`config.mk`:
```
export PLATFORM = sky130hd
export DESIGN_NAME = fpbl_sq_stage
export DESIGN_NICKNAME = d
export VERILOG_FILES = /design/src/hw/rtl/fpbl_pkg.sv /design/src/hw/rtl/fpbl_sq_stage.sv
export SDC_FILE = /design/constraint.sdc
export NUM_CORES = 1
export LEC_CHECK = 0
export BUFFER_PORTS_ARGS = -buffer_cell sky130_fd_sc_hd__buf_4
export CORE_MARGIN = 2
export CORE_UTILIZATION = 50
export DETAILED_ROUTE_END_ITERATION = 10
export PLACE_DENSITY_LB_ADDON = 0.12
export SYNTH_ARGS = -nofsm -noshare
export SYNTH_HDL_FRONTEND = slang
export SYNTH_SLANG_ARGS = --single-unit
```
`constraint.sdc`:
```
create_clock -name clk_i -period 2.1 [get_ports clk_i]
set_input_delay 0.42 -clock clk_i [delete_from_list [all_inputs] [get_ports clk_i]]
set_output_delay 0.42 -clock clk_i [all_outputs]
set_load 0.01 [all_outputs]
```
`src/hw/rtl/fpbl_pkg.sv`:
```
// Package with widths, constants and the stage record of the binary log pipeline.
package fpbl_pkg;

  // Operand format: unsigned, IN_FRAC fraction bits.
  localparam int unsigned IN_WIDTH = 32;
  localparam int unsigned IN_FRAC  = 16;
  // Default number of result fraction bits (one squaring stage each).
  localparam int unsigned OUT_FRAC = 16;

  // Result word width.
  localparam int unsigned LOG_W  = 32;
  // Mantissa in [1,2): one integer bit plus IN_FRAC fraction bits.
  localparam int unsigned MANT_W = IN_FRAC + 1;
  // Leading-zero count and signed exponent widths.
  localparam int unsigned LZ_W   = $clog2(IN_WIDTH);
  localparam int unsigned EXP_W  = LZ_W + 1;

  // Result for a zero operand, and the saturation limits.
  localparam logic [LOG_W-1:0] LOG_MIN = {1'b1, {(LOG_W-1){1'b0}}};
  localparam logic [LOG_W-1:0] LOG_MAX = {1'b0, {(LOG_W-1){1'b1}}};

  // Record that travels down the pipeline with each item.
  typedef struct packed {
    logic                    zero;
    logic signed [EXP_W-1:0] expo;
    logic [MANT_W-1:0]       mant;
  } fpbl_item_t;

endpackage

```
`src/hw/rtl/fpbl_sq_stage.sv`:
```
// One squaring stage: square the mantissa, renormalize, and decide one fraction bit.
module fpbl_sq_stage
  import fpbl_pkg::*;
#(
  parameter int unsigned OutFrac = OUT_FRAC,
  parameter int unsigned BitIdx  = 0
) (
  input  logic               clk_i,
  input  logic               rst_ni,
  input  logic               en_i,
  input  logic               valid_i,
  input  fpbl_item_t         item_i,
  input  logic [OutFrac-1:0] frac_i,
  output logic               valid_o,
  output fpbl_item_t         item_o,
  output logic [OutFrac-1:0] frac_o
);

  logic [2*MANT_W-1:0] square;
  logic [MANT_W:0]     sq_trunc;
  fpbl_item_t          item_d, item_q;
  logic [OutFrac-1:0]  frac_d, frac_q;
  logic                valid_q;

  // Square truncated back to IN_FRAC fraction bits lies in [1,4).
  always_comb begin
    square   = item_i.mant * item_i.mant;
    sq_trunc = square[IN_FRAC +: MANT_W+1];
    item_d   = item_i;
    frac_d   = frac_i;
    if (sq_trunc[MANT_W]) begin
      item_d.mant    = sq_trunc[MANT_W:1];
      frac_d[BitIdx] = 1'b1;
    end else begin
      item_d.mant = sq_trunc[MANT_W-1:0];
    end
  end

  always_ff @(posedge clk_i or negedge rst_ni) begin
    if (!rst_ni) begin
      valid_q <= 1'b0;
    end else if (en_i) begin
      valid_q <= valid_i;
    end
  end

  always_ff @(posedge clk_i) begin
    if (en_i && valid_i) begin
      item_q <= item_d;
      frac_q <= frac_d;
    end
  end

  assign valid_o = valid_q;
  assign item_o  = item_q;
  assign frac_o  = frac_q;

endmodule

```
==> results.txt <==
Vias in the first global route -> 8,487
Routability cong. -> 0.8393
WP data required -> 2.13 ns
Setup slack after layout -> -3.794 ns
Slew headroom -> 0.7304
Layout Nets -> 1,633
Cell count of the worst hold path -> 1
Reg2reg start -> valid_o
Initial Util -> 0.5134
Final Non-Filler Cells -> 1,551
I/O Buffers -> 84
Hold Violations, Final -> 0
Initial antenna violation count -> 0
Final core area utilization -> 0.7035
Boundary Pins -> 85
Final setup violation count -> 18
Final ANT Viol Nets -> 0
Crit. End Element -> flop
Synth Instances -> 1,009
Area Overhead vs Synth -> 37.03%
Number of max-cap violations -> 0
Commonest cells after routing, fill and taps aside -> 257 x inv_1, 256 x buf_4, 171 x fa_1, 96 x ha_1, 95 x nand2_1
DR iter-0 viols -> 302
Compound-Gate Fraction of Synth Area -> 0.07468
Max Clk Rate -> 169.7 MHz
Synth Area in Simple Gates -> 0.1113
Clk buf depth -> 2
Failing checks -> setup timing
Global-route usage over all layers -> 0.2408
Min Tclk post-route -> 5.894 ns
Seq/Total Area, Yosys -> 0.1268
Share of layout cells above drive strength 1 -> 0.3400
Commonest non-fill, non-tap cell in the layout -> inv_1
Fillcell total -> 1,478
Total routed wirelength -> 23.05 mm
Final worst path period share -> 2.807
Mean area per synthesized cell -> 9.581 um2
Syn Std Cell Area -> 0.009667 mm2
Status -> complete, but fails checks
First-pass GRT wire length -> 39.02 mm
Main combinational cell family by area after synthesis -> adder cells
Core area -> 0.01883 mm2
Root buf cell -> clkbuf_16
Die width -> 143.0 um
Clock skew -> 0 ns
Drt via density -> 4.916
Syn nets -> 1,351
Top_reg_cell synth -> edfxtp_1
Reg2Reg Setup Slack -> 1.34 ns
R2r worst-path depth -> 1
Hold WS -> 0.3137 ns
Startpoint types -> input pin
Largest net degree at the start of global routing -> 34
RSZ-0062 raised after global routing -> yes
FP Rows -> 50
Total CTS buffers -> 5
Clock sinks -> 41
DR WL/cell -> 14.86 um
Max H-tree Level -> 2
Number of enable flip-flop cells after synthesis -> 40
Synth async-reset ratio -> 0.02439
Post-DP HPWL -> 18.77 mm
Worst skew pair latency -> 0.27 ns
Critical path type -> in2reg
Yosys reg bits -> 41
Slew Limit Fails -> 0
DRC -> 0
Worst Hold End -> frac_o[3]
Chip height -> 143.0 um
Pre-CTS setup slack -> -4.318 ns
Total number of vias -> 7,624
Reg2reg end -> valid_o
Synth Area in XOR/XNOR -> 0.02524
DR pass1 iterations -> 4
Worst Path Arrival -> 5.93 ns
CTS tree -> yes
CTS clk-pin slew, worst paths -> 0.06 ns
Adder-Cell Fraction of Synth Area -> 0.5317
Hold Crit Start -> frac_i[3]
Synth unique cells -> 59
Mux contribution to synthesized area -> 0.01074
Total gr overflow -> 0
Critical Path Fanout Max -> 11
Slew @ Worst Pin -> 0.4020 ns
Worst min path class -> in2reg
Synth warn -> 0
Die ar. -> 0.02046 mm2
Placed instance count -> 1,517
Diode count -> 0
[routing by layer]
layer,part of all wire,global-route usage,up-vias
li1,-,-,3659
met1,0.38,0.2861,3811
met2,0.56,0.4749,123
met3,0.039,0.02180,31
met4,0.016,0.03908,0
met5,0,0,-
[worst max path at each step]
stage,to,cells after the start,start
global placement,item_o[10],25,item_i[3]
finish,item_o[4],21,item_i[3]
CTS,item_o[4],22,item_i[16]
floorplan,item_o[4],23,item_i[14]
detailed placement,item_o[10],22,item_i[11]
global route,item_o[10],23,item_i[15]
[kinds of logic after synthesis]
group,count (synthesis)
flops,41
xor+xnor,27
compound gates,104
buf+inv,306
fa+ha+maj,298
simple gates,223
mux,10
[synth_stat cells, types with 2 or more instances]
cell type,count,area share
a2111oi_0,2,0.0018
a211o_1,2,0.0018
a211oi_1,6,0.0047
a21o_1,15,0.012
a21oi_1,27,0.014
a221oi_1,2,0.0018
a31oi_1,2,0.0013
and2_1,56,0.036
and3_1,5,0.0032
and4_1,3,0.0027
buf_2,2,0.0010
clkbuf_1,23,0.0089
edfxtp_1,40,0.12
fa_1,188,0.39
ha_1,110,0.14
inv_1,279,0.11
mux2_2,2,0.0023
mux2i_1,7,0.0072
nand2_1,105,0.041
nand2b_1,4,0.0026
nand3_1,8,0.0041
nand4_1,2,0.0013
nor2_1,20,0.0078
nor2b_1,5,0.0032
nor3_1,5,0.0026
nor4_1,2,0.0013
o211ai_1,4,0.0031
o21a_1,3,0.0023
o21ai_0,13,0.0067
o21ai_1,3,0.0016
o21bai_1,5,0.0039
o22ai_1,3,0.0019
o311a_1,2,0.0021
or2_2,5,0.0032
xnor2_1,16,0.014
xor2_1,10,0.0091
[cell type report]
cell class / count / area [um2] / area share
Clock inverter: 1 / 3.754 / 0.0002834
Clock buffer: 6 / 128.9 / 0.009729
Timing Repair Buffer: 301 / 2611 / 0.1971
Sequential cell: 41 / 1226 / 0.09257
Inverter: 279 / 1055 / 0.07963
Multi-Input combinational cell: 663 / 7896 / 0.5961
Tap cell: 260 / 325.3 / 0.02456
[through the flow]
stage | setup TNS [ns] | cell area [um2]
2_1_floorplan | -71.58 | 9724
3_3_place_gp | -75.35 | 12010
3_5_place_dp | -75.72 | 12010
4_1_cts | -65.46 | 13020
5_1_grt | -69.32 | 13250
6_report | -66.10 | 13250
[sequential cells by signal, indices dropped and copies added, names as in the netlist]
name     flops
frac_o      16
item_o      24
valid_o      1
[worst max-delay path: stages]
cell and delay (ns):
buf_8 0.12, nand2_1 0.09, fa_2 0.58, inv_1 0.07, fa_1 0.51, fa_1 0.54, fa_2 0.45, fa_1 0.49
inv_1 0.06, fa_1 0.56, inv_2 0.06, ha_4 0.21, a21o_1 0.19, a21oi_2 0.15, a21oi_2 0.08, a221o_1 0.34
a31oi_4 0.18, buf_6 0.14, xor2_4 0.18, mux2_4 0.32, o211a_1 0.20
[repair_timing]
item                                    CTS  global route
hold endpoints to repair                  1             0
pin swaps                                78            26
cloned                                    5             1
hold buffers                              1             0
gates resized for setup                 165            44
setup buffers                            14             7
endpoints found under the setup margin   18            18
Power is not shown: default switching activity piles up to over one toggle a cycle in this logic, so the estimate is an artifact.
