## src/hw/rtl/fpbl_pkg.sv

```systemverilog
// Package with widths, constants and the stage record of the binary log pipeline.
package fpbl_pkg;

  // Operand format: unsigned, IN_FRAC fraction bits.
  localparam int unsigned IN_WIDTH = 32;
  localparam int unsigned IN_FRAC  = 16;
  // Default number of result fraction bits (one squaring stage each).
  localparam int unsigned OUT_FRAC = 16;

  // Result word width.
  localparam int unsigned LOG_W  = 32;
  // Mantissa in [1,2): one integer bit plus IN_FRAC fraction bits.
  localparam int unsigned MANT_W = IN_FRAC + 1;
  // Leading-zero count and signed exponent widths.
  localparam int unsigned LZ_W   = $clog2(IN_WIDTH);
  localparam int unsigned EXP_W  = LZ_W + 1;

  // Result for a zero operand, and the saturation limits.
  localparam logic [LOG_W-1:0] LOG_MIN = {1'b1, {(LOG_W-1){1'b0}}};
  localparam logic [LOG_W-1:0] LOG_MAX = {1'b0, {(LOG_W-1){1'b1}}};

  // Record that travels down the pipeline with each item.
  typedef struct packed {
    logic                    zero;
    logic signed [EXP_W-1:0] expo;
    logic [MANT_W-1:0]       mant;
  } fpbl_item_t;

endpackage

```

## src/hw/rtl/fpbl_norm.sv

```systemverilog
// Two-stage normalizer: leading-zero count, then shift into [1,2).
module fpbl_norm
  import fpbl_pkg::*;
(
  input  logic                clk_i,
  input  logic                rst_ni,
  input  logic                en_i,
  input  logic                valid_i,
  input  logic [IN_WIDTH-1:0] operand_i,
  output logic                valid_o,
  output fpbl_item_t          item_o
);

  logic                valid1_q;
  logic [IN_WIDTH-1:0] x1_q;
  logic [LZ_W-1:0]     lz1_d, lz1_q;
  logic                zero1_q;
  logic                valid2_q;
  fpbl_item_t          item2_d, item2_q;
  logic [IN_WIDTH-1:0] shifted;

  // Leading-zero count; the highest set bit wins.
  always_comb begin
    lz1_d = '0;
    for (int i = 0; i < IN_WIDTH; i++) begin
      if (operand_i[i]) begin
        lz1_d = LZ_W'(IN_WIDTH - 1 - i);
      end
    end
  end

  // Stage one registers.
  always_ff @(posedge clk_i or negedge rst_ni) begin
    if (!rst_ni) begin
      valid1_q <= 1'b0;
    end else if (en_i) begin
      valid1_q <= valid_i;
    end
  end

  always_ff @(posedge clk_i) begin
    if (en_i && valid_i) begin
      x1_q    <= operand_i;
      lz1_q   <= lz1_d;
      zero1_q <= (operand_i == '0);
    end
  end

  // Shifting the leading one to the top leaves the mantissa in the upper bits;
  // right shifts of the model drop the same low bits.
  always_comb begin
    shifted       = x1_q << lz1_q;
    item2_d.zero  = zero1_q;
    item2_d.expo  = $signed(EXP_W'(IN_WIDTH - 1 - IN_FRAC)) - $signed({1'b0, lz1_q});
    item2_d.mant  = shifted[IN_WIDTH-1 -: MANT_W];
  end

  // Stage two registers.
  always_ff @(posedge clk_i or negedge rst_ni) begin
    if (!rst_ni) begin
      valid2_q <= 1'b0;
    end else if (en_i) begin
      valid2_q <= valid1_q;
    end
  end

  always_ff @(posedge clk_i) begin
    if (en_i && valid1_q) begin
      item2_q <= item2_d;
    end
  end

  assign valid_o = valid2_q;
  assign item_o  = item2_q;

endmodule

```

## config.mk

```make
export PLATFORM = sky130hd
export DESIGN_NAME = fpbl_norm
export DESIGN_NICKNAME = d
export VERILOG_FILES = /design/src/hw/rtl/fpbl_pkg.sv /design/src/hw/rtl/fpbl_norm.sv
export SDC_FILE = /design/constraint.sdc
export NUM_CORES = 1
export LEC_CHECK = 0
export ABC_AREA = 1
export BUFFER_PORTS_ARGS = -buffer_cell sky130_fd_sc_hd__buf_2
export CORE_MARGIN = 4
export CORE_UTILIZATION = 50
export CTS_CLUSTER_SIZE = 16
export DETAILED_ROUTE_END_ITERATION = 7
export PLACE_DENSITY = 0.73
export SLEW_MARGIN = 20
export SYNTH_ARGS = -nofsm -noshare
export SYNTH_HDL_FRONTEND = slang
export SYNTH_SLANG_ARGS = --single-unit
```

## constraint.sdc

```tcl
create_clock -name clk_i -period 2.3 [get_ports clk_i]
set_input_delay 0.69 -clock clk_i [delete_from_list [all_inputs] [get_ports clk_i]]
set_output_delay 0.69 -clock clk_i [all_outputs]
set_load 0.02 [all_outputs]
```

==> run_results.csv <==
group,metric,value,unit
logic_synthesis,synth_edf_count,61,
logic_synthesis,synth_cell_types,30,
worst_setup_path,crit_slowest_cell,"buf_6",
floorplanning,die-area,8850,sq um
worst_setup_path,max_stage_delay,0.09,ns
placed_design,port_buffers,60,
routing,drc_errors,0,
routing,avgViaCountPerCell,5.17,
power,p_leak,1.94,nW
floorplanning,die_h,94.1,um
clock_tree,cts-root-buf,"clkbuf_8",
sta,finClkSkew,0.00792,ns
logic_synthesis,syn_area,3700,sq um
sta,setup_violations,0,
clock_tree,cts_buffers,9,
sta,max_freq,471,MHz
worst_setup_path,critPathMostFrequentCell,"nand2_1",
power,power_density,621,nW/um^2
cells_and_area,layout-drive-gt1-share,19.4,%
placed_design,hpwlAfterDp,6150,um
logic_synthesis,seq_area_frac_synth,50.8,%
power,peakVddDrop,299,uV
clock_tree,path_clk_slew,0.07,ns
clock_tree,h-tree-depth,3,
global_route,overflow,0,
global_route,antenna_found_initial,0,
sta,finalCriticalPeriod,2.12,ns
cells_and_area,synthToLayoutAreaGrowth,18.5,%
placed_design,routabilityCongestion,0.929,
global_route,grt_max_degree,39,
logic_synthesis,synthTopCellsByArea,"edfxtp_1 (49%), nand2_1 (15%), o21ai_1 (5.1%)",
routing,drtAntennaViolNets,0,
cells_and_area,fin_area,4390,sq um
placed_design,placed_area,4210,sq um
clock_tree,cts.repair.resized,0,
outcome,status,"complete, no violations",
cells_and_area,nets,568,
logic_synthesis,ys.flop_type,"edfxtp_1",
routing,drt-total-wl,7970,um
logic_synthesis,async_reset_ff_share,3.17,%
logic_synthesis,yosysTopAreaCellShare,49.4,%
worst_setup_path,worst-setup-path-type,"input port to flop",
clock_tree,clk_latency,0.33,ns
logic_synthesis,synth_top_cell_by_area,"edfxtp_1",
logic_synthesis,syn-num-nets,499,
worst_setup_path,critPathMaxFanout,2,
power,power,0.00272,W
floorplanning,rows,31,
global_route,grtUsageTotal,18.6,%
routing,drt_pass1_iterations,5,
sta,holdWs,0.123,ns
job,maxCapViolCount,0,
sta,slew_headroom,60.3,%
routing,drtIter0Drc,187,
worst_setup_path,r2r_cells,7,
worst_setup_path,critPathRequiredTime,2.40,ns
cells_and_area,diodes,0,
clock_tree,clock-sinks,63,
global_route,grt_first_pass_wirelength,13200,um
logic_synthesis,syn_avg_cell_area,8.00,sq um
logic_synthesis,netlist_instances,463,
routing,wl_per_cell,12.5,um
sta,tightest_slew,0.595,ns
worst_hold_path,hold_path.class,"input port to async pin",
cells_and_area,num-fill-cells,670,
global_route,grt_pass1_vias,2902,
floorplanning,core_area,7210,sq um
worst_setup_path,start_kind,"input port",
floorplanning,dieWidth,94.1,um
clock_tree,cts_max_path_buffers,2,
routing,vias,3290,
sta,period_share,92.4,%
worst_setup_path,end_kind,"flop",
logic_synthesis,ys_seq_elements,63,
sta,rsz0062_at_grt,"yes",
clock_tree,cts_tree,"yes",
worst_setup_path,arrival,2.22,ns
clock_tree,hold_buffers,0,
sta,hold_viol,0,
floorplanning,start_util,51.4,%
floorplanning,num_io_pins,61,
logic_synthesis,synth_warnings,0,
clock_tree,cts_setup_buffers,0,
sta,drv_slew,0,
layout by cell type (no fill, tap or decap):
master and n:
nor2_1 32, buf_6 3, nand3_1 32, a21oi_2 1, a31oi_1 3, mux2i_1 7, nor3_1 2, edfxtp_1 61
o221ai_1 6, inv_4 1, a311oi_1 1, o311ai_1 1, clkbuf_1 2, a21boi_0 1, dfrtp_1 2, inv_2 4
buf_2 57, o31ai_1 1, o22ai_1 6, clkbuf_8 9, buf_4 21, nand2_1 151, bufinv_8 2, o21bai_1 1
a21oi_1 6, or2_2 1, o211ai_1 5, clkinv_2 2, nand2_2 1, clkinvlp_4 1, nor4_1 2, inv_1 42
o21ai_0 28, clkinv_1 2, a32o_1 1, buf_12 1, o21ai_1 38
cells in the mapped netlist, types with 5 or more instances:
| cell | n |
|---|---|
| nand2_1 | 152 |
| edfxtp_1 | 61 |
| inv_1 | 43 |
| o21ai_1 | 38 |
| nand3_1 | 32 |
| nor2_1 | 32 |
| o21ai_0 | 28 |
| clkbuf_1 | 20 |
| mux2i_1 | 7 |
| a21oi_1 | 6 |
| o221ai_1 | 6 |
| o22ai_1 | 6 |
| o211ai_1 | 5 |
registers in the layout, summed over array words and instances, names as in the netlist:
| register | count |
|---|---|
| item_o | 23 |
| lz1_q | 5 |
| valid1_q | 1 |
| valid_o | 1 |
| x1_q | 32 |
| zero1_q | 1 |
metrics by stage:
stage               TNS, ns  setup WS [ns]  std cells  util (%)
finish                    0          0.176        636      60.9
global route        -0.0389        -0.0389        636      60.9
CTS                       0          0.140        636      60.5
detailed placement   -0.344         -0.222        620      58.4
global placement     -0.248         -0.170        620      58.4
floorplan                 0         0.0762        463         -
worst max-delay path, delay by kind of cell:
| kind | cells | cell delay, ns |
|---|---|---|
| compound gates | 1 | 0.05 |
| buf+inv | 1 | 0.09 |
| simple gates | 29 | 1.38 |
cell type report:
cell class                      count  area, sq um  share of cell area [%]
Sequential cell                    63         1880                    42.9
Multi-Input combinational cell    327         1520                    34.6
Timing Repair Buffer               82          497                    11.3
Inverter                           49          214                    4.87
Clock buffer                       11          131                    2.99
Tap cell                           99          124                    2.82
Clock inverter                      5         25.0                   0.570
worst paths after layout:
check                      slack, ns         end    startpoint
max                             0.18    lz1_q[0]  operand_i[0]
min reg2reg                     0.43  item_o[23]       zero1_q
min                             0.12     valid_o        rst_ni
max in group asynchronous       2.08    valid1_q        rst_ni
min in group clk_i              0.43  item_o[23]       zero1_q
max reg2reg                     0.35  item_o[10]      lz1_q[0]
routing by layer:
layer	track usage, %	wire length [um]
met2	29.5	3630
met4	7.82	154
met1	25.1	3730
met5	0	0
met3	3.45	453
where the power goes:
part           switching, W  total (W)  internal, W
combinational      0.000361   0.000565     0.000204
clock              0.000398   0.000778     0.000380
sequential        0.0000316    0.00138      0.00135
total              0.000791    0.00272      0.00193
cells by family (layout without fill, tap and decap cells):
group	count (synthesis)	after routing	synth area share, %
and+or+nand+nor	221	221	23.7
DFF	63	63	50.8
muxes	7	7	1.89
AOI/OAI and AO/OA	99	99	15.3
buffers and inverters	73	147	8.31
Power figures use the tool's default switching activity.
