File: src/hw/rtl/fpbl_pkg.sv
// Package with widths, constants and the stage record of the binary log pipeline.
package fpbl_pkg;

  // Operand format: unsigned, IN_FRAC fraction bits.
  localparam int unsigned IN_WIDTH = 32;
  localparam int unsigned IN_FRAC  = 16;
  // Default number of result fraction bits (one squaring stage each).
  localparam int unsigned OUT_FRAC = 16;

  // Result word width.
  localparam int unsigned LOG_W  = 32;
  // Mantissa in [1,2): one integer bit plus IN_FRAC fraction bits.
  localparam int unsigned MANT_W = IN_FRAC + 1;
  // Leading-zero count and signed exponent widths.
  localparam int unsigned LZ_W   = $clog2(IN_WIDTH);
  localparam int unsigned EXP_W  = LZ_W + 1;

  // Result for a zero operand, and the saturation limits.
  localparam logic [LOG_W-1:0] LOG_MIN = {1'b1, {(LOG_W-1){1'b0}}};
  localparam logic [LOG_W-1:0] LOG_MAX = {1'b0, {(LOG_W-1){1'b1}}};

  // Record that travels down the pipeline with each item.
  typedef struct packed {
    logic                    zero;
    logic signed [EXP_W-1:0] expo;
    logic [MANT_W-1:0]       mant;
  } fpbl_item_t;

endpackage

File: src/hw/rtl/fpbl_out.sv
// Output stage: assembles and saturates the result and holds it for the sink.
module fpbl_out
  import fpbl_pkg::*;
#(
  parameter int unsigned OutFrac = OUT_FRAC
) (
  input  logic               clk_i,
  input  logic               rst_ni,
  input  logic               valid_i,
  input  fpbl_item_t         item_i,
  input  logic [OutFrac-1:0] frac_i,
  output logic               en_o,
  output logic               valid_o,
  output logic [LOG_W-1:0]   log_value_o,
  output logic               zero_input_o,
  input  logic               ready_i
);

  logic signed [EXP_W+OutFrac-1:0] joined;
  logic signed [63:0]              wide;
  logic [LOG_W-1:0]                log_d, log_q;
  logic                            zero_q;
  logic                            valid_q;

  // The pipeline moves whenever the output register is free or being drained.
  assign en_o = !valid_q || ready_i;

  // Exponent and fraction bits side by side form the fixed-point result.
  always_comb begin
    joined = $signed({item_i.expo, frac_i});
    wide   = 64'(joined);
    if (item_i.zero) begin
      log_d = LOG_MIN;
    end else if (wide > $signed({32'd0, LOG_MAX})) begin
      log_d = LOG_MAX;
    end else if (wide < $signed({{32{1'b1}}, LOG_MIN})) begin
      log_d = LOG_MIN;
    end else begin
      log_d = wide[LOG_W-1:0];
    end
  end

  always_ff @(posedge clk_i or negedge rst_ni) begin
    if (!rst_ni) begin
      valid_q <= 1'b0;
    end else if (en_o) begin
      valid_q <= valid_i;
    end
  end

  always_ff @(posedge clk_i) begin
    if (en_o && valid_i) begin
      log_q  <= log_d;
      zero_q <= item_i.zero;
    end
  end

  assign valid_o      = valid_q;
  assign log_value_o  = log_q;
  assign zero_input_o = zero_q;

endmodule

File: config.mk
export PLATFORM = sky130hd
export DESIGN_NAME = fpbl_out
export DESIGN_NICKNAME = d
export VERILOG_FILES = /design/src/hw/rtl/fpbl_pkg.sv /design/src/hw/rtl/fpbl_out.sv
export SDC_FILE = /design/constraint.sdc
export NUM_CORES = 1
export LEC_CHECK = 0
export CELL_PAD_IN_SITES_DETAIL_PLACEMENT = 0
export CELL_PAD_IN_SITES_GLOBAL_PLACEMENT = 2
export CORE_MARGIN = 1.5
export CORE_UTILIZATION = 37
export CTS_CLUSTER_SIZE = 10
export DETAILED_ROUTE_END_ITERATION = 6
export DONT_BUFFER_PORTS = 1
export PLACE_DENSITY_LB_ADDON = 0.05
export SETUP_SLACK_MARGIN = 0.1
export SLEW_MARGIN = 20
export SYNTH_ARGS = -nofsm -noshare
export SYNTH_HDL_FRONTEND = slang
export SYNTH_SLANG_ARGS = --single-unit
File: constraint.sdc
create_clock -name clk_i -period 3.3 [get_ports clk_i]
set_input_delay 0.66 -clock clk_i [delete_from_list [all_inputs] [get_ports clk_i]]
set_output_delay 0.66 -clock clk_i [all_outputs]
set_load 0.005 [all_outputs]
==> impl.org <==
** Run status
- The run finished with clean final reports.

** Min path
- WHS Endpoint :: zero_input_o$_DFFE_PP_
- The worst hold path belongs to the class in -> reg.
- Cell depth of the worst hold path :: 0
- In this run the most critical hold path is launched from item_i[23].

** Floorplanning
- The total area inside the core boundary comes to 2500 µm².
- The initialized floorplan defines 18 standard-cell rows.
- Width of the chip :: 54.8 µm
- The initial utilization of the core area, before any placement, comes to 0.397.
- The die covers 3000 µm².
- Floorplan die height :: 54.8 µm
- 79 I/O pins were placed.

** Detailed routing
- Number of nets with antenna violations after routing :: 0
- Routed len/inst :: 16.3 µm
- Count of TritonRoute iterations in the first routing pass :: 4
- In the routed design, unresolved DRC markers number 0.
- Across all layers, the routed design uses 409 vias.
- After the first detailed-routing iteration, the DRC count stood at 1.
- In the routed layout, each cell is associated on average with a via count of 4.76.
- The routed design has 1.40 mm of wire.

** STA
- The final-report max-slew violation count came to 0.
- The number of hold violations in the final report is 0.
- Setup skew after layout :: 0.00859 ns
- Post-route minimum period :: 1.75 ns
- Post-Route Setup TNS :: 0 ns
- Of the available clock period, the critical path in the final layout requires 0.529.
- Setup repair after global routing left no endpoint under its margin.
- Top achievable clock speed :: 0.572 GHz
- At the pin with the least slew margin, the transition time is 1.00 ns.
- Setup violations remaining at the end of the flow were counted as 0.
- Max-Slew Margin vs Limit :: 0.332

** Clock tree
- H-tree Lvls :: 1
- Clock-pin slew was measured on the worst setup and hold paths at 0.13 ns.
- Number of sinks handled by clock tree synthesis :: 25
- Counting along the longest clock path gives a buffer depth of 2.
- Latest clock arrival within the worst-skew pair :: 0.30 ns
- CTS tree :: yes
- Clock tree synthesis selected as its root buffer the cell sky130_fd_sc_hd__clkbuf_4.
- Number of buffers inserted by post-CTS setup repair :: 0
- Number of buffers added by the clock tree synthesis step :: 3

** Critical path
- Worst reg-to-reg path cell count :: 2
- The largest single stage delay on the critical path is 0.81 ns.
- The worst setup path is captured at a register.
- Critical register-to-register path startpoint :: valid_o$_DFFE_PN0N_
- In this run the worst setup path begins at valid_o$_DFFE_PN0N_.
- The worst setup path is of the reg -> reg kind.
- The worst register-to-register path has a setup slack of 1.55 ns.
- The worst register-to-register path ends at log_value_o[20]$_SDFFCE_PP0P_.
- CP Buf/Inv Count :: 0
- Ordered cell list for the critical path :: nand2b_1, and2_1
- CP top delay family :: simple AND/OR/NAND/NOR gates
- Worst path slowest cell :: sky130_fd_sc_hd__and2_1
- Critical path data arrival time :: 1.68 ns
- Required time of the critical path :: 3.24 ns
- STA classifies the critical path startpoint as a register.
- CP max FO :: 24

** Finish
- In the final layout, flip-flops and latches occupy 746 µm².
- Layout Nets :: 101
- The multi-input combinational cells in the finished layout cover a total of 163 µm².
- The top cell types in the final layout, fill and taps aside, are sky130_fd_sc_hd__edfxtp_1, sky130_fd_sc_hd__nor2b_1, sky130_fd_sc_hd__clkbuf_4.
- From synthesis to final layout, the design area changed by -1.01%.
- Share of cells above drive strength 1 :: 0.0536
- Leaving out fill and tap cells, the most frequent cell in the layout is sky130_fd_sc_hd__edfxtp_1.
- Filler Cells Inserted :: 228
- Number of antenna diodes :: 0

** Synth
- The Yosys step of the flow raised 0 warnings.
- Counting flops and latches in the post-synthesis netlist gives 25.
- Post-Syn Area per Cell :: 16.0 µm²
- Synthesized net count :: 106
- The mapped netlist covers 992 µm².
- Post-synthesis sequential area ratio :: 0.752
- Count of mapped cells out of synthesis :: 62
- The synthesized netlist contains 9 unique library cells.

** Power
- Of the total power, registers draw 0.718.
- Dividing total power by cell area gives a power density of 541 nW/µm².
- Pleak :: 0.322 nW
- The worst-case IR drop observed on VDD is 277 µV.
- Net Sw Power :: 0.000105 W
- The internal power of the cells totals 0.000427 W.
- Net switching share of the total power :: 0.198
- Fraction of power consumed by the clock network :: 0.243
- The design draws 0.000532 W.
- Logic pwr share :: 0.039

** Global route
- For this run, the total global-route usage over all layers was measured as 0.102.
- The via count of the first global-routing pass came to 360.
- Remaining global-route overflow :: 0
- Maximum number of pins on one net before global-route repair :: 25
- Initial antenna violation count :: 0
- Wire length of the first global-routing pass :: 1.95 mm

** Placement
- Detailed placement finished with a half-perimeter wire length of 995 µm.
- Number of port buffers :: 0
- RD Place Congestion :: 0.554

** Flow run
- The tool flagged a number of max-cap violations equal to 0.
-- metrics by stage --
stage | setup slack (ns) | utilization | cells | hold slack [ns] | area, µm²
6_report | 1.55 | 0.393 | 86 | 0.449 | 982
5_1_grt | 1.38 | 0.393 | 86 | 0.420 | 982
4_1_cts | 1.51 | 0.389 | 85 | 0.00903 | 972
3_5_place_dp | 1.22 | 0.378 | 81 | 0.364 | 946
3_3_place_gp | 1.30 | 0.378 | 81 | 0.364 | 946
2_1_floorplan | 1.48 | - | 62 | 0.364 | 992
-- power groups by stage --
stage / combinational [W] / clock (W) / sequential, W
after floorplan: 0.0000297 / 0 / 0.000385
after global placement: 0.0000190 / 0 / 0.000390
after detailed placement: 0.0000207 / 0 / 0.000390
after CTS: 0.0000203 / 0.000137 / 0.000383
after global routing: 0.0000234 / 0.000148 / 0.000386
final: 0.0000205 / 0.000129 / 0.000382
-- synth_stat cells, drive strengths merged --
cell type,instances,area share
edfxtp,24,0.73
and2,1,0.0063
nand2b,2,0.013
or2,1,0.0063
dfrtp,1,0.025
buf,11,0.084
nor2b,22,0.14
-- cell type report --
type | count | area share
flip-flops and latches | 25 | 0.759
multi-input cells | 26 | 0.166
well taps | 30 | 0.0382
clock buffers | 4 | 0.0268
repair buffers | 1 | 0.0102
-- cell families (layout without fill, tap and decap cells) --
group | after synthesis | after routing | share of synthesized area
and+or+nand+nor | 26 | 26 | 0.164
DFF | 25 | 25 | 0.752
buffers and inverters | 11 | 5 | 0.0845
-- timing repair --
item                                   in CTS  in global routing
hold buffers                                0                  1
gates resized for setup                     0                  0
endpoints found under the hold margin       0                  1
setup endpoints to repair                   0                  0
-- state kept, by name, summed over array words and instances (netlist names) --
| name | count |
|---|---|
| zero_input_o | 1 |
| log_value_o | 23 |
| valid_o | 1 |
-- metal layers --
| metal | up-vias | GRT usage | wire, µm |
|---|---|---|---|
| met3 | 2 | 0.0437 | 173 |
| met1 | 189 | 0.116 | 513 |
| li1 | 187 | - | - |
| met2 | 31 | 0.151 | 704 |
| met4 | 0 | 0.0750 | 13 |
| met5 | - | 0 | 0 |
-- worst max-delay path by stage --
stage / slack (ns) / to / cells after the start
after floorplan: 1.48 / log_value_o[0]$_SDFFCE_PP0P_ / 2
after global placement: 1.30 / log_value_o[14]$_SDFFCE_PP0P_ / 2
after detailed placement: 1.22 / log_value_o[15]$_SDFFCE_PP0P_ / 2
after CTS: 1.51 / log_value_o[19]$_SDFFCE_PP0P_ / 2
after global routing: 1.38 / zero_input_o$_DFFE_PP_ / 2
final: 1.55 / log_value_o[20]$_SDFFCE_PP0P_ / 2
Note: power is estimated with default switching activity, not from simulation.
